`src/rtl/core/ism_pkg.sv`:
```
// Shared types, codes and a helper function for the interval set merge block.
// No dependencies; every other file of the block but ism_if imports this package.
`timescale 1ns / 1ps
`default_nettype none

package ism_pkg;

	// Default number of span cells in the sorting chain.
	localparam int ISM_MAX_SPANS = 64;

	localparam int TIME_W = 64;

	// Input action codes.
	localparam logic [1:0] ACT_SPAN    = 2'd0;
	localparam logic [1:0] ACT_MISSING = 2'd1;
	localparam logic [1:0] ACT_EMPTY   = 2'd2;

	// Result kind codes.
	localparam logic [1:0] KIND_SPAN     = 2'd0;
	localparam logic [1:0] KIND_MISSING  = 2'd1;
	localparam logic [1:0] KIND_HOLE     = 2'd2;
	localparam logic [1:0] KIND_OVERFLOW = 2'd3;

	// One span as held by a cell or broadcast along the chain.
	typedef struct packed {
		logic [TIME_W-1:0] span_start;
		logic [TIME_W-1:0] span_end;
	} span_t;

	// Contents of one cell of the chain.
	typedef struct packed {
		logic  valid;
		span_t span;
	} cell_t;

	// Commands from the controller to every cell.
	typedef struct packed {
		logic insert;
		logic pop;
		logic clear;
	} ism_cmd_t;

	// Chain status seen by the controller.
	typedef struct packed {
		logic  full;
		cell_t head;
	} ism_stat_t;

	// Controller states.
	typedef enum logic [1:0] {
		ST_LOAD,
		ST_MERGE,
		ST_FLUSH,
		ST_STATUS
	} ism_state_t;

	// Order by start, then by end, both as signed times.
	function automatic logic key_less(input span_t a, input span_t b);
		logic lt_start;
		logic eq_start;
		logic lt_end;
		lt_start = $signed(a.span_start) < $signed(b.span_start);
		eq_start = a.span_start == b.span_start;
		lt_end   = $signed(a.span_end) < $signed(b.span_end);
		return lt_start || (eq_start && lt_end);
	endfunction

endpackage

`default_nettype wire

```
`src/rtl/core/ism_cell.sv`:
```
// One cell of the sorted span chain: holds one span and a valid bit.
// Depends on ism_pkg for the cell, span and command types.
`timescale 1ns / 1ps
`default_nettype none

module ism_cell (
	input  wire logic              clk,
	input  wire logic              arst_n,
	input  wire ism_pkg::ism_cmd_t cmd,
	input  wire ism_pkg::span_t    key,
	input  wire ism_pkg::cell_t    prev_cell,
	input  wire logic              prev_less,
	input  wire ism_pkg::cell_t    next_cell,
	output ism_pkg::cell_t         held,
	output logic                   less
);
	import ism_pkg::*;

	logic  valid_q;
	span_t span_q;
	logic  take_prev;
	logic  take_key;

	// The new span sorts before this cell's span.
	assign less = valid_q && key_less(key, span_q);

	// On insert, cells after the insertion point shift up by one and the
	// first cell that the key precedes, or the first empty cell, takes the key.
	assign take_prev = cmd.insert && prev_less;
	assign take_key  = cmd.insert && !prev_less && prev_cell.valid && (less || !valid_q);

	// Valid bit.
	always_ff @(posedge clk or negedge arst_n) begin
		if (!arst_n) begin
			valid_q <= 1'b0;
		end else if (cmd.clear) begin
			valid_q <= 1'b0;
		end else if (cmd.pop) begin
			valid_q <= next_cell.valid;
		end else if (take_prev || take_key) begin
			valid_q <= 1'b1;
		end
	end

	// Span payload.
	always_ff @(posedge clk) begin
		if (cmd.pop) begin
			span_q <= next_cell.span;
		end else if (take_prev) begin
			span_q <= prev_cell.span;
		end else if (take_key) begin
			span_q <= key;
		end
	end

	assign held = '{valid: valid_q, span: span_q};

endmodule

`default_nettype wire

```
`config.mk`:
```
export PLATFORM = sky130hd
export DESIGN_NAME = ism_cell
export DESIGN_NICKNAME = d
export VERILOG_FILES = /design/src/rtl/core/ism_pkg.sv /design/src/rtl/core/ism_cell.sv
export SDC_FILE = /design/constraint.sdc
export NUM_CORES = 1
export LEC_CHECK = 0
export BUFFER_PORTS_ARGS = -buffer_cell sky130_fd_sc_hd__buf_2
export CAP_MARGIN = 30
export CORE_AREA = 3 3 203 205
export DETAILED_ROUTE_END_ITERATION = 12
export DIE_AREA = 0 0 206 208
export GPL_TIMING_DRIVEN = 0
export SYNTH_ARGS = -nofsm -noshare
export SYNTH_HDL_FRONTEND = slang
export SYNTH_SLANG_ARGS = --single-unit
```
`constraint.sdc`:
```
create_clock -name clk -period 11.9 [get_ports clk]
set_clock_uncertainty 0.05 [all_clocks]
set_input_delay 2.975 -clock clk [delete_from_list [all_inputs] [get_ports clk]]
set_output_delay 2.975 -clock clk [all_outputs]
set_load 0.005 [all_outputs]
```
Word-level counts from Yosys, hierarchy flattened
Index checks and enable logic that the tools add are counted.
{ "totals": {"in_bits": 392, "wordCells": 25, "ff_bits": 129, "output_inout_bits": 130} }
{ "classes": {"muxes": 6, "eq_ne": 1, "order_cmp": 2, "reduce_logical": 13} }
{ "op_table": {"columns": ["operator", "n"], "rows": [
  ["128-bit two-way mux", 3],
  ["64-bit less-than comparator", 2],
  ["64-bit equality test", 1],
  ["1-bit logical AND", 6],
  ["3-bit nonzero test", 2],
  ["1-bit logical OR", 3],
  ["1-bit two-way mux", 3],
  ["1-bit logical NOT", 2]
]} }

Logic depth before layout (Yosys ltp)
Gate-level depths: netlist of run 1.
{ "depth": {"ltp_word": 10, "mapped_depth": 11, "mapped_depth_nobuf": 11} }

Worst setup path after synthesis of run 1
OpenSTA, ideal clock, no wires.
{ "synth_path": {"path_kind": "input-to-reg", "from": "input key[110] (netlist name)", "to": "register span_q (netlist bit held[0]), enable pin", "setup_time_ps": 691, "slack_ps": -357, "required_ps": 11159, "path_stages": 10, "t_arrival_ps": 11516, "path_cell_list": "ha_1 and3_4 nand4_2 a211oi_1 a2111oi_1 nand3_1 a221oi_2 xnor2_1 a31oi_1 a31oi_1"} }
{ "synth_between": {"elab_chain_cells": 7} }
{ "synth_lines": {"columns": ["item", "line_no", "rtl"], "rows": [
  ["from (decl)", "ism_cell.sv:10", "input wire ism_pkg::span_t key,"],
  ["branches (longest 2 deep; another with 64-bit less-than comparator)", null, null],
  ["1-bit logical OR (*)", "ism_pkg.sv:65", "return lt_start || (eq_start && lt_end);"],
  ["1-bit logical AND (*)", "ism_cell.sv:25", "assign less = valid_q && key_less(key, span_q);"],
  ["1-bit logical OR (*)", "ism_cell.sv:30", "assign take_key = cmd.insert && !prev_less && prev_cell.valid && (less || !valid_q);"],
  ["1-bit logical AND (*)", "ism_cell.sv:30", null],
  ["3-bit nonzero test (no source line) (*)", null, null],
  ["to (signal assigned)", "ism_cell.sv:48", "span_q <= next_cell.span;"],
  ["to (signal assigned)", "ism_cell.sv:50", "span_q <= prev_cell.span;"],
  ["to (signal assigned)", "ism_cell.sv:52", "span_q <= key;"],
  ["to (decl)", "ism_cell.sv:20", "span_t span_q;"]
]} }
Every way passes the cells marked *.
A chain may end at the register's enable or synchronous reset.

Worst setup path after layout of run 1
{ "layout_path": {"from": "input key[2] (netlist name)", "to": "output less"} }
{ "layout_between": {"elab_chain_cells": 4} }
{ "layout_lines": {"columns": ["item", "line_no", "rtl"], "rows": [
  ["64-bit less-than comparator", "ism_pkg.sv:64", "lt_end = $signed(a.span_end) < $signed(b.span_end);"],
  ["1-bit logical AND", "ism_pkg.sv:65", null],
  ["1-bit logical OR", "ism_pkg.sv:65", null],
  ["1-bit logical AND", "ism_cell.sv:25", null],
  ["to (decl)", "ism_cell.sv:15", "output logic less"]
]} }
Every way passes these cells.

==> results.py, run 1 <==
metrics = {
    "logic_synthesis": {
        "yosys.area.top_type": "edfxtp_1",
        "synthFlopType": "edfxtp_1",
        "netlist.area_leader.share": 0.396,
        "synthArstFlopShare": 0.00775,
        "synth_edf_count": 128,
        "ys_warn_count": 0,
        "avgSynthCellArea_sq_um": 9.57,
        "synthDistinctLibCells": 47,
        "synth.area.top_cells": "edfxtp_1, ha_1, mux2i_1",
        "synth_area_sq_um": 9710,
        "seq_area_frac_synth": 0.399,
        "ys_ff_latch": 129,
        "syn_inst": 1014,
        "syn_nets": 1533,
    },
    "global_routing": {
        "grt_max_degree": 29,
        "overflow": 0,
        "antenna_found_initial": 3,
        "grt_pass1_wl_microns": 59200,
        "grt_pass1_vias": 10100,
        "track_usage": 0.184,
    },
    "worst_setup_path": {
        "critPathTopFamily": "compound AO/OA/AOI/OAI gates",
        "critPathLaunchType": "primary input",
        "worstReg2RegEnd": "held[60]",
        "crit_path_max_fanout": 2,
        "crit_required_ns": 8.88,
        "worstSetupPathType": "in -> out",
        "ff2ff_setup_slack_ns": 7.41,
        "crit_chain": "buf_2, ha_1, a211o_1, a31oi_1, o31ai_1, a211oi_1, o21ai_1, a21oi_1, xnor2_1, a31oi_1, nor2_1, buf_2",
        "crit_slowest_cell": "a211oi_1",
        "cp.arrival_ns": 6.00,
        "worstRegToRegCells": 14,
        "worst_path_largest_cell_delay_ns": 0.48,
        "path_buf_inv": 2,
        "reg2reg_from": "held[2]",
        "crit_path_end_kind": "primary output",
    },
    "worst_hold_path": {
        "hp-class": "reg -> reg",
        "hold_depth": 4,
        "whs_endpoint": "valid_q",
        "hold_start": "valid_q",
    },
    "placed_design": {
        "io_buffers": 520,
        "dpl.cell_count": 2067,
        "dpl.hpwl_microns": 34900,
        "pre_cts_ws_ns": 2.65,
        "gp_congestion": 0.913,
    },
    "timing": {
        "maxSlewHeadroom": 0.436,
        "setup_viol": 0,
        "tightest_slew_ns": 0.846,
        "holdWs_ns": 0.751,
        "max_freq_mhz": 111,
        "final_hold_viol_count": 0,
        "fin_crit_ns": 9.02,
        "period_share": 0.758,
        "fin_ws_ns": 2.88,
        "slew_viol_final": 0,
        "rsz0062_at_grt": "false",
    },
    "cts": {
        "cts_tree": "done",
        "cts_buffers": 17,
        "cts-root-buf": "clkbuf_16",
        "holdBufCountCts": 0,
        "clk_latency_ns": 0.43,
        "postCtsSetupBuffers": 0,
        "htreeDepth": 4,
        "clk_pin_slew_worst_paths_ns": 0.06,
        "clock-sinks": 129,
        "cts-resized-gates": 0,
        "max-clock-path-buffers": 2,
    },
    "floorplanning": {
        "ios": 522,
        "die_w_microns": 206,
        "die_h_microns": 208,
        "start_util": 0.245,
        "dieArea_sq_um": 42800,
        "fp-row-count": 73,
        "coreArea_sq_um": 39600,
    },
    "power_and_ir_drop": {
        "cellPowerDensity_nw_per_um2": 117,
        "power_mw": 1.61,
        "ir_drop_mv": 0.0931,
        "leakage_nw": 7.31,
    },
    "final_layout": {
        "drive_gt1_frac": 0.358,
        "areaGrowthSynthToFinish_pct": 41.5,
        "final_nets": 2080,
        "diodes": 0,
        "fin_cells": 2099,
    },
    "routing": {
        "drc": 0,
        "routedWlPerCell_microns": 19.5,
        "drt_iter0_drc": 429,
        "viasPerCell": 4.68,
        "ant_nets": 0,
        "wirelength_microns": 40900,
        "vias": 9830,
        "drt_first_pass_iters": 5,
    },
    "flow_run": {
        "maxCapViolations": 0,
    },
    "run_status": {
        "outcome": "finished clean",
    },
}
-- layer usage --
layer / up-vias / routed length, microns / global-route usage / share of wire
li1: 4747 / - / - / -
met1: 4572 / 15900 / 0.208 / 0.39
met2: 441 / 20300 / 0.328 / 0.50
met3: 66 / 3130 / 0.0479 / 0.077
met4: 4 / 1470 / 0.0747 / 0.036
met5: - / 19 / 0 / 0.00046
-- worst max-delay path by stage --
stage / end / slack, ns / depth (start not counted) / startpoint
global route: less / 2.63 / 12 / key[2]
global placement: held[62] / -0.64 / 11 / key[2]
detailed placement: less / 2.65 / 12 / key[2]
CTS: less / 2.63 / 12 / key[2]
finish: less / 2.88 / 12 / key[2]
floorplan: held[0] / 2.78 / 10 / key[63]
-- final cells by class --
cell class | instances | area [sq um]
plain buffers | 43 | 166
clock buffers | 20 | 437
clock inverters | 12 | 165
fillers | 4201 | 25900
inverters | 128 | 480
multi-input cells | 714 | 5210
flip-flops and latches | 129 | 3870
well taps | 525 | 657
repair buffers | 528 | 2750
-- layout by cell type (no fill, tap or decap), types with 4 or more instances in the layout --
cell type  netlist  routed
edfxtp_1       128     128
buf_12           0       4
clkbuf_1        30      33
nor2_1          15      15
o211ai_1         4       4
nand3_1         17      17
clkbuf_16        0      17
mux2i_1        128     128
a21oi_1         48      48
inv_1          128     128
nand2_1        151     151
a21o_1          10      10
ha_1           127     127
bufinv_16        0       4
buf_1           11      11
a211oi_1         7       7
buf_2            1     521
nand4_1         24      24
o21ai_0        140     140
-- per-stage QoR --
stage,utilization,area [sq um],TNS (ns)
after floorplan,-,9710,0
after global placement,0.327,13000,-79.40
after detailed placement,0.331,13100,0
after CTS,0.346,13700,0
after global routing,0.346,13700,0
final,0.346,13700,0
-- worst register-to-register path, cell delays in order (launching register included) --
cell	delay [ns]
edfxtp_1	0.41
inv_1	0.07
ha_1	0.23
a211o_1	0.29
a31oi_1	0.21
o31ai_1	0.14
a211oi_1	0.48
o21ai_1	0.20
a21oi_1	0.29
xnor2_1	0.25
a31oi_1	0.28
a31oi_4	0.60
buf_12	0.27
buf_16	0.20
buf_12	0.21
-- logic make-up (layout without fill, tap and decap cells) --
group	count (synthesis)	in the layout	synth area share
simple gates	224	224	0.104
mux	128	128	0.132
fa+ha+maj	127	127	0.164
buf+inv	171	731	0.0666
compound gates	233	233	0.134
flops	129	129	0.399
xor+xnor	2	2	0.00180
-- Yosys cell counts, types with 2 or more instances --
library cell / n
a211o_1: 2
a211oi_1: 7
a21o_1: 10
a21oi_1: 48
a221o_1: 2
a221oi_1: 2
a31oi_1: 4
and3_1: 2
buf_1: 11
clkbuf_1: 30
edfxtp_1: 128
ha_1: 127
inv_1: 128
mux2i_1: 128
nand2_1: 151
nand3_1: 17
nand4_1: 24
nor2_1: 15
nor3_1: 3
o211ai_1: 4
o21a_1: 2
o21ai_0: 140
o21ai_1: 2
o31ai_1: 2
or4_1: 2
xnor2_1: 2
-- registers in the layout, summed over array words and instances (netlist names) --
register	flops
held	128
valid_q	1
-- power breakdown --
part | internal (mW) | total (mW) | switching, mW
Sequential | 0.570 | 0.599 | 0.0298
Combinational | 0.198 | 0.445 | 0.247
Clock | 0.348 | 0.564 | 0.216
Total | 1.12 | 1.61 | 0.493
No activity file was read; power rests on OpenSTA's default activity.
==> run 2: changes to the inputs <==
--- a/config.mk
+++ b/config.mk
@@ -5,11 +5,12 @@
 export SDC_FILE = /design/constraint.sdc
 export NUM_CORES = 1
 export LEC_CHECK = 0
+export ABC_AREA = 1
 export BUFFER_PORTS_ARGS = -buffer_cell sky130_fd_sc_hd__buf_2
 export CAP_MARGIN = 30
-export CORE_AREA = 3 3 203 205
+export CORE_AREA = 3 3 204 206
 export DETAILED_ROUTE_END_ITERATION = 12
-export DIE_AREA = 0 0 206 208
+export DIE_AREA = 0 0 207 209
 export GPL_TIMING_DRIVEN = 0
 export SYNTH_ARGS = -nofsm -noshare
 export SYNTH_HDL_FRONTEND = slang
==> constraint.sdc (replaced) <==
create_clock -name clk -period 8 [get_ports clk]
set_clock_uncertainty 0.05 [all_clocks]
set_input_delay 2 -clock clk [delete_from_list [all_inputs] [get_ports clk]]
set_output_delay 2 -clock clk [all_outputs]
set_load 0.005 [all_outputs]
==> run 2 against run 1 <==
  * Global-route usage fell by 0.67 points
  * Sequential share of layout area fell by 0.12 points
  * Critical path type unchanged
  * Sequential power rose by 45%
  * Non-clock buffer count rose by 12
  * Critical endpoint unchanged
==> results.py, run 2 <==
metrics = {
    "run_status": {
        "outcome": "finished clean",
    },
    "final_layout": {
        "drive_gt1_frac": 0.317,
        "final_cell_mix": "buf_2, nand2_1, nor2_1",
        "fillers": 4285,
        "final_util": 0.346,
        "final_nets": 2314,
        "fin_cells": 2334,
        "largest_reg_flops": 128,
        "areaGrowthSynthToFinish_pct": 41.2,
        "mostFrequentLayoutCell": "buf_2",
    },
    "power_and_ir_drop": {
        "cellPowerDensity_nw_per_um2": 171,
        "ir_drop_mv": 0.131,
        "p_comb_frac": 0.256,
        "seq_power_share": 0.368,
        "clockPowerShare": 0.376,
        "p_int_mw": 1.64,
        "leakage_nw": 7.08,
        "p_sw_mw": 0.721,
        "switching_share": 0.305,
    },
    "worst_setup_path": {
        "cp.arrival_ns": 4.27,
        "crit_path_max_fanout": 4,
        "worstSetupPathType": "in -> out",
        "worst_path_largest_cell_delay_ns": 0.37,
        "crit_slowest_cell": "nor3_1",
        "critPathLaunchType": "primary input",
        "crit_required_ns": 5.95,
        "crit_path_end_kind": "primary output",
        "crit_chain": "buf_2, ha_1, nand2_1, nor2_2, nor3b_2, nand2_1, inv_2, nand3_4, nor3_1, nand3_1, a21oi_1, buf_2",
    },
    "logic_synthesis": {
        "synth_edf_count": 128,
        "syn_nets": 1769,
        "synth_top_family_by_area": "simple AND/OR/NAND/NOR gates",
        "yosysMostFrequentCell": "nand2_1",
        "synth_area_sq_um": 9770,
        "synth.area.top_cells": "edfxtp_1, ha_1, nand2_1",
        "synthDistinctLibCells": 30,
        "synthFlopType": "edfxtp_1",
        "ys_ff_latch": 129,
        "seq_area_frac_synth": 0.396,
        "yosys.area.top_type": "edfxtp_1",
        "yosys-top-cells-count": "nand2_1, nor2_1, inv_1",
        "netlist.area_leader.share": 0.394,
        "syn_inst": 1250,
        "avgSynthCellArea_sq_um": 7.81,
        "synthArstFlopShare": 0.00775,
        "synthMuxAreaShare": 0,
        "ys_warn_count": 0,
        "synthAdderAreaFrac": 0.163,
        "synth-simple-area-share": 0.232,
        "synth_compound_area_frac": 0.129,
        "synthXorXnorAreaFrac": 0,
    },
    "cts": {
        "clock-sinks": 129,
        "max-clock-path-buffers": 2,
        "htreeDepth": 4,
        "cts-resized-gates": 0,
        "clk_pin_slew_worst_paths_ns": 0.06,
        "cts_tree": "done",
        "postCtsSetupBuffers": 0,
        "clk_latency_ns": 0.44,
        "holdBufCountCts": 0,
        "cts_buffers": 17,
        "cts-root-buf": "clkbuf_16",
    },
    "placed_design": {
        "dpl.hpwl_microns": 34000,
        "dpl.cell_count": 2301,
        "io_buffers": 521,
        "gp_congestion": 0.923,
    },
    "routing": {
        "drt_first_pass_iters": 5,
        "wirelength_microns": 40300,
        "drt_iter0_drc": 697,
        "viasPerCell": 4.67,
        "drc": 0,
        "vias": 10900,
        "ant_nets": 0,
        "routedWlPerCell_microns": 17.3,
    },
    "floorplanning": {
        "dieArea_sq_um": 43300,
        "ios": 522,
        "die_w_microns": 207,
        "coreArea_sq_um": 39800,
        "start_util": 0.245,
        "fp-row-count": 73,
        "die_h_microns": 209,
    },
    "timing": {
        "maxSlewHeadroom": 0.508,
        "tns_ns": 0,
        "rsz0062_at_grt": "false",
        "fin_crit_ns": 6.32,
        "max_freq_mhz": 158,
        "tightest_slew_ns": 0.738,
        "slew_viol_final": 0,
        "period_share": 0.789,
        "final_hold_viol_count": 0,
        "setup_viol": 0,
        "holdWs_ns": 0.660,
    },
    "global_routing": {
        "grt_max_degree": 67,
        "grt_pass1_wl_microns": 59900,
        "grt_pass1_vias": 10700,
        "antenna_found_initial": 2,
        "overflow": 0,
        "track_usage": 0.178,
    },
    "flow_run": {
        "maxCapViolations": 0,
    },
    "worst_hold_path": {
        "hp-class": "reg -> reg",
    },
}
==> run 2: layout make-up <==
type / instances / area, sq um / share of cell area
Antenna cell: 1 / 2.50 / 0.000181
Buffer: 57 / 218 / 0.0158
Clock buffer: 18 / 429 / 0.0311
Clock inverter: 14 / 214 / 0.0155
Inverter: 152 / 571 / 0.0414
Multi-Input combinational cell: 912 / 5120 / 0.372
Sequential cell: 129 / 3870 / 0.281
Tap cell: 525 / 657 / 0.0476
Timing Repair Buffer: 526 / 2710 / 0.196
==> run 2: cell families (layout without fill, tap and decap cells) <==
group           after synthesis  count (layout)
other cells                   0               1
flops                       129             129
fa+ha+maj                   127             127
buf+inv                     209             767
simple gates                568             568
compound gates              217             217
==> run 2: metrics by stage <==
step | total power [mW] | worst slack [ns] | cell area, sq um
final | 2.36 | 1.68 | 13800
after global routing | 2.50 | 1.29 | 13800
after CTS | 2.39 | 1.40 | 13800
after detailed placement | 1.49 | 1.40 | 13100
after global placement | 1.48 | 0.735 | 13000
after floorplan | 1.18 | 2.60 | 9770
==> run 2: critical path, delay by kind of cell <==
family                     cells  cell delay [ns]
adders and majority gates      1             0.32
AOI/OAI and AO/OA              1             0.26
buffers and inverters          3             0.36
and+or+nand+nor                7             1.31
==> run 2: per-layer routing <==
layer  part of all wire  GRT usage  vias up
li1                   -          -     5311
met1               0.42      0.219     5050
met2               0.48      0.304      473
met3              0.066     0.0374       61
met4              0.032     0.0676        0
met5                  0          0        -
==> run 2: final timing paths <==
check / from / end / slack [ns] / cells past startpoint
min in group asynchronous: arst_n / valid_q / 1.27 / 1
setup reg to reg: held[127] / held[73] / 4.41 / 14
hold / removal: valid_q / valid_q / 0.66 / 4
max in group asynchronous: arst_n / valid_q / 6.55 / 1
setup / recovery: key[127] / less / 1.68 / 12
hold reg to reg: valid_q / valid_q / 0.66 / 4
==> run 2: power groups by stage <==
stage	sequential [mW]	combinational, mW	clock [mW]
detailed placement	0.885	0.608	0
finish	0.871	0.604	0.889
global route	0.879	0.685	0.933
CTS	0.871	0.612	0.908
floorplan	0.888	0.296	0
global placement	0.888	0.591	0
