File: src/rtl/core/ism_pkg.sv
// Shared types, codes and a helper function for the interval set merge block.
// No dependencies; every other file of the block but ism_if imports this package.
`timescale 1ns / 1ps
`default_nettype none

package ism_pkg;

	// Default number of span cells in the sorting chain.
	localparam int ISM_MAX_SPANS = 64;

	localparam int TIME_W = 64;

	// Input action codes.
	localparam logic [1:0] ACT_SPAN    = 2'd0;
	localparam logic [1:0] ACT_MISSING = 2'd1;
	localparam logic [1:0] ACT_EMPTY   = 2'd2;

	// Result kind codes.
	localparam logic [1:0] KIND_SPAN     = 2'd0;
	localparam logic [1:0] KIND_MISSING  = 2'd1;
	localparam logic [1:0] KIND_HOLE     = 2'd2;
	localparam logic [1:0] KIND_OVERFLOW = 2'd3;

	// One span as held by a cell or broadcast along the chain.
	typedef struct packed {
		logic [TIME_W-1:0] span_start;
		logic [TIME_W-1:0] span_end;
	} span_t;

	// Contents of one cell of the chain.
	typedef struct packed {
		logic  valid;
		span_t span;
	} cell_t;

	// Commands from the controller to every cell.
	typedef struct packed {
		logic insert;
		logic pop;
		logic clear;
	} ism_cmd_t;

	// Chain status seen by the controller.
	typedef struct packed {
		logic  full;
		cell_t head;
	} ism_stat_t;

	// Controller states.
	typedef enum logic [1:0] {
		ST_LOAD,
		ST_MERGE,
		ST_FLUSH,
		ST_STATUS
	} ism_state_t;

	// Order by start, then by end, both as signed times.
	function automatic logic key_less(input span_t a, input span_t b);
		logic lt_start;
		logic eq_start;
		logic lt_end;
		lt_start = $signed(a.span_start) < $signed(b.span_start);
		eq_start = a.span_start == b.span_start;
		lt_end   = $signed(a.span_end) < $signed(b.span_end);
		return lt_start || (eq_start && lt_end);
	endfunction

endpackage

`default_nettype wire

File: src/rtl/core/ism_if.sv
// Stream interfaces for the input items and the result items.
// Each carries valid, ready and the payload of one beat.
`timescale 1ns / 1ps
`default_nettype none

interface ism_in_if;
	logic               valid;
	logic               ready;
	logic [1:0]         action;
	logic signed [63:0] span_start;
	logic signed [63:0] span_end;
	logic               set_last;

	modport source (output valid, action, span_start, span_end, set_last, input ready);
	modport sink   (input valid, action, span_start, span_end, set_last, output ready);
endinterface

interface ism_out_if;
	logic               valid;
	logic               ready;
	logic [1:0]         result_kind;
	logic signed [63:0] merged_start;
	logic signed [63:0] merged_end;
	logic               run_last;

	modport source (output valid, result_kind, merged_start, merged_end, run_last, input ready);
	modport sink   (input valid, result_kind, merged_start, merged_end, run_last, output ready);
endinterface

`default_nettype wire

File: src/rtl/core/ism_ctrl.sv
// Set controller: tracks the set flags, drains the chain through the merge
// register and drives the result register. Depends on ism_pkg and ism_if.
`timescale 1ns / 1ps
`default_nettype none

module ism_ctrl (
	input  wire logic               clk,
	input  wire logic               arst_n,
	input  wire logic               cfg_we,
	input  wire logic               cfg_wdata,
	ism_in_if.sink                  span_in,
	ism_out_if.source               result_out,
	input  wire ism_pkg::ism_stat_t stat,
	output ism_pkg::ism_cmd_t       cmd
);
	import ism_pkg::*;

	ism_state_t state_q;
	ism_state_t state_d;

	logic        drop_missing_q;
	logic        saw_missing_q;
	logic        saw_present_q;
	logic        overflowed_q;
	logic [1:0]  status_kind_q;

	logic        cur_valid_q;
	logic [63:0] cur_start_q;
	logic [63:0] cur_end_q;

	logic        out_valid_q;
	logic [1:0]  out_kind_q;
	logic [63:0] out_start_q;
	logic [63:0] out_end_q;
	logic        out_last_q;

	logic        in_acc;
	logic        last_acc;
	logic        is_span;
	logic        missing_d;
	logic        present_d;
	logic        overflow_d;
	logic        spans_d;
	logic        go_merge;
	logic [1:0]  status_kind_d;
	logic        out_free;
	logic        overlap;
	logic        take_head;
	logic        emit_mid;
	logic        emit_last;
	logic        emit_status;
	logic        out_load;

	assign in_acc   = span_in.valid && span_in.ready;
	assign last_acc = in_acc && span_in.set_last;
	assign is_span  = span_in.action == ACT_SPAN;
	assign out_free = !out_valid_q || result_out.ready;
	assign overlap  = $signed(stat.head.span.span_start) <= $signed(cur_end_q);

	// Flags of the set including the beat now taken.
	always_comb begin
		missing_d  = saw_missing_q || (span_in.action == ACT_MISSING);
		present_d  = saw_present_q || is_span || (span_in.action == ACT_EMPTY);
		overflow_d = overflowed_q || (is_span && stat.full);
		spans_d    = stat.head.valid || is_span;
		go_merge   = 1'b0;
		priority if ((missing_d && !drop_missing_q) || !present_d) begin
			status_kind_d = KIND_MISSING;
		end else if (overflow_d) begin
			status_kind_d = KIND_OVERFLOW;
		end else if (!spans_d) begin
			status_kind_d = KIND_HOLE;
		end else begin
			status_kind_d = KIND_SPAN;
			go_merge      = 1'b1;
		end
	end

	// Next state.
	always_comb begin
		state_d = state_q;
		unique case (state_q)
			ST_LOAD: begin
				if (last_acc) begin
					state_d = go_merge ? ST_MERGE : ST_STATUS;
				end
			end
			ST_MERGE: begin
				if (!stat.head.valid) begin
					state_d = ST_FLUSH;
				end
			end
			ST_FLUSH: begin
				if (out_free) begin
					state_d = ST_LOAD;
				end
			end
			ST_STATUS: begin
				if (out_free) begin
					state_d = ST_LOAD;
				end
			end
			default: begin
				state_d = ST_LOAD;
			end
		endcase
	end

	// State outputs: input ready, chain commands and result loads.
	always_comb begin
		span_in.ready = 1'b0;
		take_head     = 1'b0;
		emit_mid      = 1'b0;
		emit_last     = 1'b0;
		emit_status   = 1'b0;
		unique case (state_q)
			ST_LOAD: begin
				span_in.ready = 1'b1;
			end
			ST_MERGE: begin
				take_head = stat.head.valid && (!cur_valid_q || overlap || out_free);
				emit_mid  = stat.head.valid && cur_valid_q && !overlap && out_free;
			end
			ST_FLUSH: begin
				emit_last = out_free;
			end
			ST_STATUS: begin
				emit_status = out_free;
			end
			default: begin
				span_in.ready = 1'b0;
			end
		endcase
		cmd.insert = in_acc && is_span && !stat.full;
		cmd.clear  = last_acc && !go_merge;
		cmd.pop    = take_head;
	end

	assign out_load = emit_mid || emit_last || emit_status;

	// State register.
	always_ff @(posedge clk or negedge arst_n) begin
		if (!arst_n) begin
			state_q <= ST_LOAD;
		end else begin
			state_q <= state_d;
		end
	end

	// Configuration register.
	always_ff @(posedge clk or negedge arst_n) begin
		if (!arst_n) begin
			drop_missing_q <= 1'b0;
		end else if (cfg_we) begin
			drop_missing_q <= cfg_wdata;
		end
	end

	// Set flags, cleared at the last beat of a set.
	always_ff @(posedge clk or negedge arst_n) begin
		if (!arst_n) begin
			saw_missing_q <= 1'b0;
			saw_present_q <= 1'b0;
			overflowed_q  <= 1'b0;
		end else if (last_acc) begin
			saw_missing_q <= 1'b0;
			saw_present_q <= 1'b0;
			overflowed_q  <= 1'b0;
		end else if (in_acc) begin
			saw_missing_q <= missing_d;
			saw_present_q <= present_d;
			overflowed_q  <= overflow_d;
		end
	end

	// Verdict of the finished set.
	always_ff @(posedge clk) begin
		if (last_acc) begin
			status_kind_q <= status_kind_d;
		end
	end

	// Merge register: valid bit.
	always_ff @(posedge clk or negedge arst_n) begin
		if (!arst_n) begin
			cur_valid_q <= 1'b0;
		end else if (take_head) begin
			cur_valid_q <= 1'b1;
		end else if (emit_last) begin
			cur_valid_q <= 1'b0;
		end
	end

	// Merge register: a new run starts or the current run grows.
	always_ff @(posedge clk) begin
		if (take_head) begin
			if (!cur_valid_q || !overlap) begin
				cur_start_q <= stat.head.span.span_start;
				cur_end_q   <= stat.head.span.span_end;
			end else if ($signed(stat.head.span.span_end) > $signed(cur_end_q)) begin
				cur_end_q <= stat.head.span.span_end;
			end
		end
	end

	// Result register valid.
	always_ff @(posedge clk or negedge arst_n) begin
		if (!arst_n) begin
			out_valid_q <= 1'b0;
		end else if (out_load) begin
			out_valid_q <= 1'b1;
		end else if (result_out.ready) begin
			out_valid_q <= 1'b0;
		end
	end

	// Result register payload.
	always_ff @(posedge clk) begin
		if (emit_status) begin
			out_kind_q  <= status_kind_q;
			out_start_q <= '0;
			out_end_q   <= '0;
			out_last_q  <= 1'b1;
		end else if (emit_mid || emit_last) begin
			out_kind_q  <= KIND_SPAN;
			out_start_q <= cur_start_q;
			out_end_q   <= cur_end_q;
			out_last_q  <= emit_last;
		end
	end

	assign result_out.valid        = out_valid_q;
	assign result_out.result_kind  = out_kind_q;
	assign result_out.merged_start = out_start_q;
	assign result_out.merged_end   = out_end_q;
	assign result_out.run_last     = out_last_q;

endmodule

`default_nettype wire

File: src/flat_wrapper.sv
// flat-port wrapper written by rule: the top's interface ports become plain ports
module ism_ctrl_flat import ism_pkg::*;
  (clk, arst_n, cfg_we, cfg_wdata, stat, cmd, span_in_valid, span_in_action, span_in_span_start, span_in_span_end, span_in_set_last, span_in_ready, result_out_valid, result_out_result_kind, result_out_merged_start, result_out_merged_end, result_out_run_last, result_out_ready);
  ism_in_if span_in_i ();
  ism_out_if result_out_i ();
  input  wire logic clk;
  input  wire logic arst_n;
  input  wire logic cfg_we;
  input  wire logic cfg_wdata;
  input  wire ism_pkg::ism_stat_t stat;
  output ism_pkg::ism_cmd_t cmd;
  input wire logic [$bits(span_in_i.valid)-1:0] span_in_valid;
  input wire logic [$bits(span_in_i.action)-1:0] span_in_action;
  input wire logic [$bits(span_in_i.span_start)-1:0] span_in_span_start;
  input wire logic [$bits(span_in_i.span_end)-1:0] span_in_span_end;
  input wire logic [$bits(span_in_i.set_last)-1:0] span_in_set_last;
  output wire logic [$bits(span_in_i.ready)-1:0] span_in_ready;
  output wire logic [$bits(result_out_i.valid)-1:0] result_out_valid;
  output wire logic [$bits(result_out_i.result_kind)-1:0] result_out_result_kind;
  output wire logic [$bits(result_out_i.merged_start)-1:0] result_out_merged_start;
  output wire logic [$bits(result_out_i.merged_end)-1:0] result_out_merged_end;
  output wire logic [$bits(result_out_i.run_last)-1:0] result_out_run_last;
  input wire logic [$bits(result_out_i.ready)-1:0] result_out_ready;
  assign span_in_i.valid = span_in_valid;
  assign span_in_i.action = span_in_action;
  assign span_in_i.span_start = span_in_span_start;
  assign span_in_i.span_end = span_in_span_end;
  assign span_in_i.set_last = span_in_set_last;
  assign span_in_ready = span_in_i.ready;
  assign result_out_valid = result_out_i.valid;
  assign result_out_result_kind = result_out_i.result_kind;
  assign result_out_merged_start = result_out_i.merged_start;
  assign result_out_merged_end = result_out_i.merged_end;
  assign result_out_run_last = result_out_i.run_last;
  assign result_out_i.ready = result_out_ready;
  ism_ctrl u_core (.clk(clk), .arst_n(arst_n), .cfg_we(cfg_we), .cfg_wdata(cfg_wdata), .span_in(span_in_i), .result_out(result_out_i), .stat(stat), .cmd(cmd));
endmodule
File: config.mk
export PLATFORM = sky130hd
export DESIGN_NAME = ism_ctrl_flat
export DESIGN_NICKNAME = d
export VERILOG_FILES = /design/src/rtl/core/ism_pkg.sv /design/src/rtl/core/ism_if.sv /design/src/rtl/core/ism_ctrl.sv /design/src/flat_wrapper.sv
export SDC_FILE = /design/constraint.sdc
export NUM_CORES = 1
export LEC_CHECK = 0
export BUFFER_PORTS_ARGS = -buffer_cell sky130_fd_sc_hd__buf_2
export CAP_MARGIN = 20
export CORE_ASPECT_RATIO = 0.5
export CORE_UTILIZATION = 23
export CTS_BUF_LIST = sky130_fd_sc_hd__clkbuf_4 sky130_fd_sc_hd__clkbuf_8
export DETAILED_ROUTE_END_ITERATION = 12
export PLACE_DENSITY_LB_ADDON = 0.15
export SLEW_MARGIN = 20
export SYNTH_ARGS = -nofsm -noshare
export SYNTH_HDL_FRONTEND = slang
export SYNTH_SLANG_ARGS = --single-unit
export TNS_END_PERCENT = 10
File: constraint.sdc
create_clock -name clk -period 15.5 [get_ports clk]
set_clock_uncertainty 0.1 [all_clocks]
set_input_delay 0 -clock clk [delete_from_list [all_inputs] [get_ports clk]]
set_output_delay 0 -clock clk [all_outputs]
set_load 0.1 [all_outputs]
[Yosys cells after proc, flatten, opt, wreduce, memory -nomap -nowiden]
Cells that the tools add are included.
Widths: inputs -> output; s select.
Word-level totals
  ROM bits: 0
  bits in latches: 0
  register bits: 269
  logic and storage cells: 96
  memory bits (writable): 0
  memories kept: 0
Cells by class
  eq/ne operators: 8
  bitwise gates (word level): 0
  magnitude comparators: 2
  reductions and logical operators: 42
  shift operators: 0
  multipliers: 0
  add/subtract/negate cells: 0
  div/mod/pow operators: 0
  muxes and demuxes: 29
Operators with widths (number)
  $mux 64: 2
  $gt 64x64->1: 1
  $le 64x64->1: 1
  $mux 1: 18
  $mux 2: 8
  $logic_or 1x1->1: 12
  $logic_and 1x1->1: 11
  $reduce_bool 2->1: 5
  $logic_not 1->1: 7
  $eq 2x2->1 const B: 3
  $pmux 2 s3: 1
  $eq 2x1->1 const B: 2
  $logic_not 2->1: 2
  $ne 2x1->1 const B: 2
  $reduce_and 2->1: 2
  $reduce_or 2->1: 2
  $reduce_and 3->1: 1
  $ne 2x2->1 const B: 1

[Longest topological paths before layout]
  depth after elaboration: 9
  depth in mapped cells: 13
  gate-level depth less buffers: 11

[Worst setup path after synthesis]
No wires, ideal clock.
  kind: register to register
  start: reg u_core.cur_end_q[63]
  end: reg u_core.cur_end_q[0], enable pin
  clock period less this slack: 6447 ps
  library setup time: 524 ps
  path buffers: 0
  path slack: 9053 ps
  stages on the path, launching flop included: 12
  data arrival time: 5823 ps
  path through: edfxtp_1 > inv_1 > ha_1 > nand4_2 > nor4_2 > nand3_1 > or3_1 > o32a_1 > nand3_2 > xor2_2 > or2_2 > a31oi_1
Between the ends
  cells in the longest elaborated chain, start to end: 6
  elaborated cells on any way between the ends: 10
  those cells by class: order compare (2); mux (1); reduce/logical (7)
RTL lines
  start, declared: RTL line ism_ctrl.sv:29  | logic [63:0] cur_end_q;
  start signal, assigned: RTL line ism_ctrl.sv:199  | cur_end_q <= stat.head.span.span_end;
  start signal, assigned: RTL line ism_ctrl.sv:201  | cur_end_q <= stat.head.span.span_end;
  $le 64x64->1: RTL line ism_ctrl.sv:58  | assign overlap = $signed(stat.head.span.span_start) <= $signed(cur_end_q);
  $logic_or 1x1->1 (2 in series): RTL line ism_ctrl.sv:121  | take_head = stat.head.valid && (!cur_valid_q || overlap || out_free);
  $logic_and 1x1->1: RTL line ism_ctrl.sv:121
  $mux 1: RTL line ism_ctrl.sv:116  | unique case (state_q)
  $reduce_and 2->1 (no line) (*)
Mark *: on every way between the ends. The rest lies on a longest branch, timed or not.
A chain may end at the register's enable or synchronous reset.

[Worst setup path in the final report]
  start: reg u_core.cur_end_q[63]
  end: reg u_core.cur_start_q[6], enable pin
Between the ends
  cells in the longest elaborated chain, start to end: 6
  elaborated cells on any way between the ends: 8
  those cells by class: order compare (1); mux (1); reduce/logical (6)
RTL lines
  $le 64x64->1 (*): RTL line ism_ctrl.sv:58
  $logic_or 1x1->1 (2 in series): RTL line ism_ctrl.sv:121
  $logic_and 1x1->1: RTL line ism_ctrl.sv:121
  $mux 1: RTL line ism_ctrl.sv:116
  $reduce_and 2->1 (no line) (*)
  end signal, assigned: RTL line ism_ctrl.sv:198  | cur_start_q <= stat.head.span.span_start;
  end, declared: RTL line ism_ctrl.sv:28  | logic [63:0] cur_start_q;
Marks and branches as above.

==> metrics.txt <==
DRT iter0 DRCs 348; Post-DP Area about 13,000 µm²; Setup WS pre-CTS a little over 10,000 ps; Num CTS Buffers 45; dominant cells by area after synthesis edfxtp_1 (34%), dfxtp_1 (22%), ha_1 (14%); crit path cell chain inv_1, ha_1, nand4_2, nor4_2, nand3_1, or3_1, nor3_1, o31ai_1, a21oi_4, buf_4; core area approximately 49,000 µm²; Initial Util between 20% and 30%; RSZ-0062 raised after global routing no; critical path's top delay family simple AND/OR/NAND/NOR gates; mean post-synth cell area roughly 13 µm²; Distinct cells, synth 50; gp weighted congestion 0.7858; global-route wire length before repair 53,330 µm; Tightest Hold Check Type in -> reg; CP Buf/Inv Count 2; EDFF count, synth 132; Setup CP Type reg -> reg; Clock Power Share 18.6%; DRC 0; H-tree levels 2; startpoint types register; Setup crit end kind register; worst skew pair latency 590 ps; vias in the first global route 9,187; Cells after Synth 882; largest net degree at the start of global routing 79; sequential share of the synthesized area 58.69%; Worst-Margin Slew roughly 1000 ps; top cell type's share of synthesized area between 30 and 40%; Synthesis Warnings 0; maximum VDD drop approximately 0.0001 V; Comb power frac 51.8%; Final Non-Filler Cells around 2,000; internal power between 1.5 and 2 mW; Die Wd between 300 and 400 µm; proportion of layout cells with a drive suffix above 1 26.94%; Via Count approximately 8,600; Placement Rows 57; final setup violation count 0; Final Slew Violations 0; count of final hold-check violations 0; Post-Syn Area roughly 11,000 µm²; number of antenna violations at the first check in global routing 2; # nets final 1,725; post-route design area 15,920 µm²; cts repair resizes 0; number of routed nets with antenna violations 0; Critical Path Max Stage Delay roughly 750 ps; Util after Layout 32.54%; Crit Path Max Fanout 49; PortBufs approximately 270; clock root buffer clkbuf_8; Pwr Density roughly 230 nW/µm²; die area 50,930 µm²; Post-DP HPWL between 20,000 and 30,000 µm; final WL approximately 35,000 µm; min cycle time layout 5115 ps; CP Data Required Time 15,590 ps; # IOs between 400 and 500; R2R Path Start u_core.cur_end_q[63]$_DFFE_PP_; hold slack 54.51 ps; fin worst setup slack roughly 10,000 ps; crit share post-route 33.00%; # Max-Cap Violations 0; leak pwr 7.083 nW; hold path start stat[39]; synthesized flop and latch total ~270; drt pass-1 iters 4; sw power 1.903 mW; clock slew at reported path FFs about 70 ps; Synthesized Nets approximately 1,300; Reg power frac between 20% and 30%; Top FF cell, synth edfxtp_1; TritonCTS clock tree yes; Sw Share between 50% and 60%; drt via density between 4 and 5; Total Power approximately 3.6 mW; gr usage total between 10 and 15%; post-CTS setup buffers 0; Async SR Flop Fraction 2.974%; Clock Sinks roughly 270; Die Y 160.1 µm; synthesis-to-layout area growth 38.51%; Critical Path Source u_core.cur_end_q[63]$_DFFE_PP_; gr ovfl total 0; max_slew headroom about a third; slowest CP cell buf_4; placed cell count 1,783; most frequent cells after synthesis edfxtp_1 (132), dfxtp_1 (129), a22o_1 (128), ha_1 (128), inv_1 (74); Arr. time, crit path about 5200 ps; largest area contributor in the netlist edfxtp_1; Bufs on Longest Clock Path 3; status finished clean; WL per Instance around 17 µm; TNS Setup 0 ps; Max Fclk between 150 and 200 MHz; count leader, synth edfxtp_1
## routing by layer
metal	global-route usage (%)	share of wire, %
met1	16.02	43
met2	24.98	51
met3	2.879	3.7
met4	3.887	2.2
met5	0	0
## kinds of logic (layout without fill, tap and decap cells)
family,Yosys count,in the layout,synth area share [%]
multiplexers,2,2,0.1850
AND/OR/NAND/NOR,137,137,6.150
AO/OA/AOI/OAI,242,242,15.71
other,0,2,0
flip-flops,269,269,58.69
adder cells (fa/ha/maj),128,128,13.93
buffers and inverters,103,587,5.192
XOR/XNOR,1,1,0.1415
## flip-flops by register name, indices dropped and copies added, names as in the netlist
| signal | flops |
|---|---|
| u_core.cur_start_q | 64 |
| u_core.result_out.merged_end | 64 |
| u_core.overflowed_q | 1 |
| u_core.saw_missing_q | 1 |
| u_core.drop_missing_q | 1 |
| u_core.state_q | 2 |
| u_core.result_out.run_last | 1 |
| u_core.cur_valid_q | 1 |
| u_core.saw_present_q | 1 |
| u_core.status_kind_q | 2 |
| u_core.result_out.merged_start | 64 |
| u_core.result_out.result_kind | 2 |
| u_core.cur_end_q | 64 |
| u_core.result_out.valid | 1 |
## path summary, 6_finish.rpt
| path | depth (start not counted) | slack (ps) | endpoint |
|---|---|---|---|
| max | 10 | 10390 | u_core.cur_start_q[6]$_DFFE_PP_ |
| min | 2 | 50 | u_core.cur_end_q[39]$_DFFE_PP_ |
| max reg2reg | 10 | 10390 | u_core.cur_start_q[6]$_DFFE_PP_ |
| min reg2reg | 1 | 340 | u_core.result_out.merged_start[27]$_SDFFE_PP0P_ |
| max in group asynchronous | 3 | 14670 | u_core.cur_valid_q$_DFFE_PN0P_ |
| min in group asynchronous | 3 | 330 | u_core.state_q[0]$_DFFE_PN0P_ |
## layout make-up
class                   instances  area, µm²
clock inverters                14      90.09
flip-flops and latches        269       6746
repair buffers                430       2935
diodes                          2      5.005
inverters                      74      277.8
fillers                      5008      33000
clock buffers                  69      855.8
well taps                     649      812.0
multi-input cells             510       4199
## power groups by stage
| stage | clock (mW) | combinational, mW | sequential [mW] |
|---|---|---|---|
| after floorplan | 0 | 0.452 | 2.18 |
| after global routing | 0.731 | 1.94 | 1.09 |
| final | 0.669 | 1.86 | 1.06 |
| after CTS | 0.697 | 1.88 | 1.06 |
| after detailed placement | 0 | 1.84 | 1.08 |
| after global placement | 0 | 1.83 | 1.07 |
## worst reg2reg max path: cells and delay by family (launching register included)
| family | cells | cell delay, ps |
|---|---|---|
| adders and majority gates | 1 | 370 |
| DFF | 1 | 360 |
| AOI/OAI and AO/OA | 2 | 940 |
| and+or+nand+nor | 5 | 2090 |
| buffers and inverters | 2 | 830 |
## layout by cell type, fill, tap and decap left out, drive strengths merged, types with 3 or more instances in the layout
cell and n:
buf 281, nand3 14, and3 4, a21oi 55
nand2 36, and4 4, edfxtp 132, clkbuf 69
nor3 5, a31oi 3, dfxtp 129, or3 3
a22o 128, nand4 23, a211oi 5, ha 128
a21o 9, and2 4, nor2b 5, nor4 3
o21ai 22, inv 74, a221oi 3, nand2b 4
o31ai 3, nor2 28, dlygate4sd3 149, a221o 3
dfrtp 8, clkinv 12
## repair_timing
| item | 4_1_cts | 5_1_grt |
|---|---|---|
| setup endpoints to repair | 0 | 0 |
| endpoints found under the hold margin | 149 | 0 |
| hold buffers | 149 | 0 |
No activity file was read; power rests on OpenSTA's default activity.
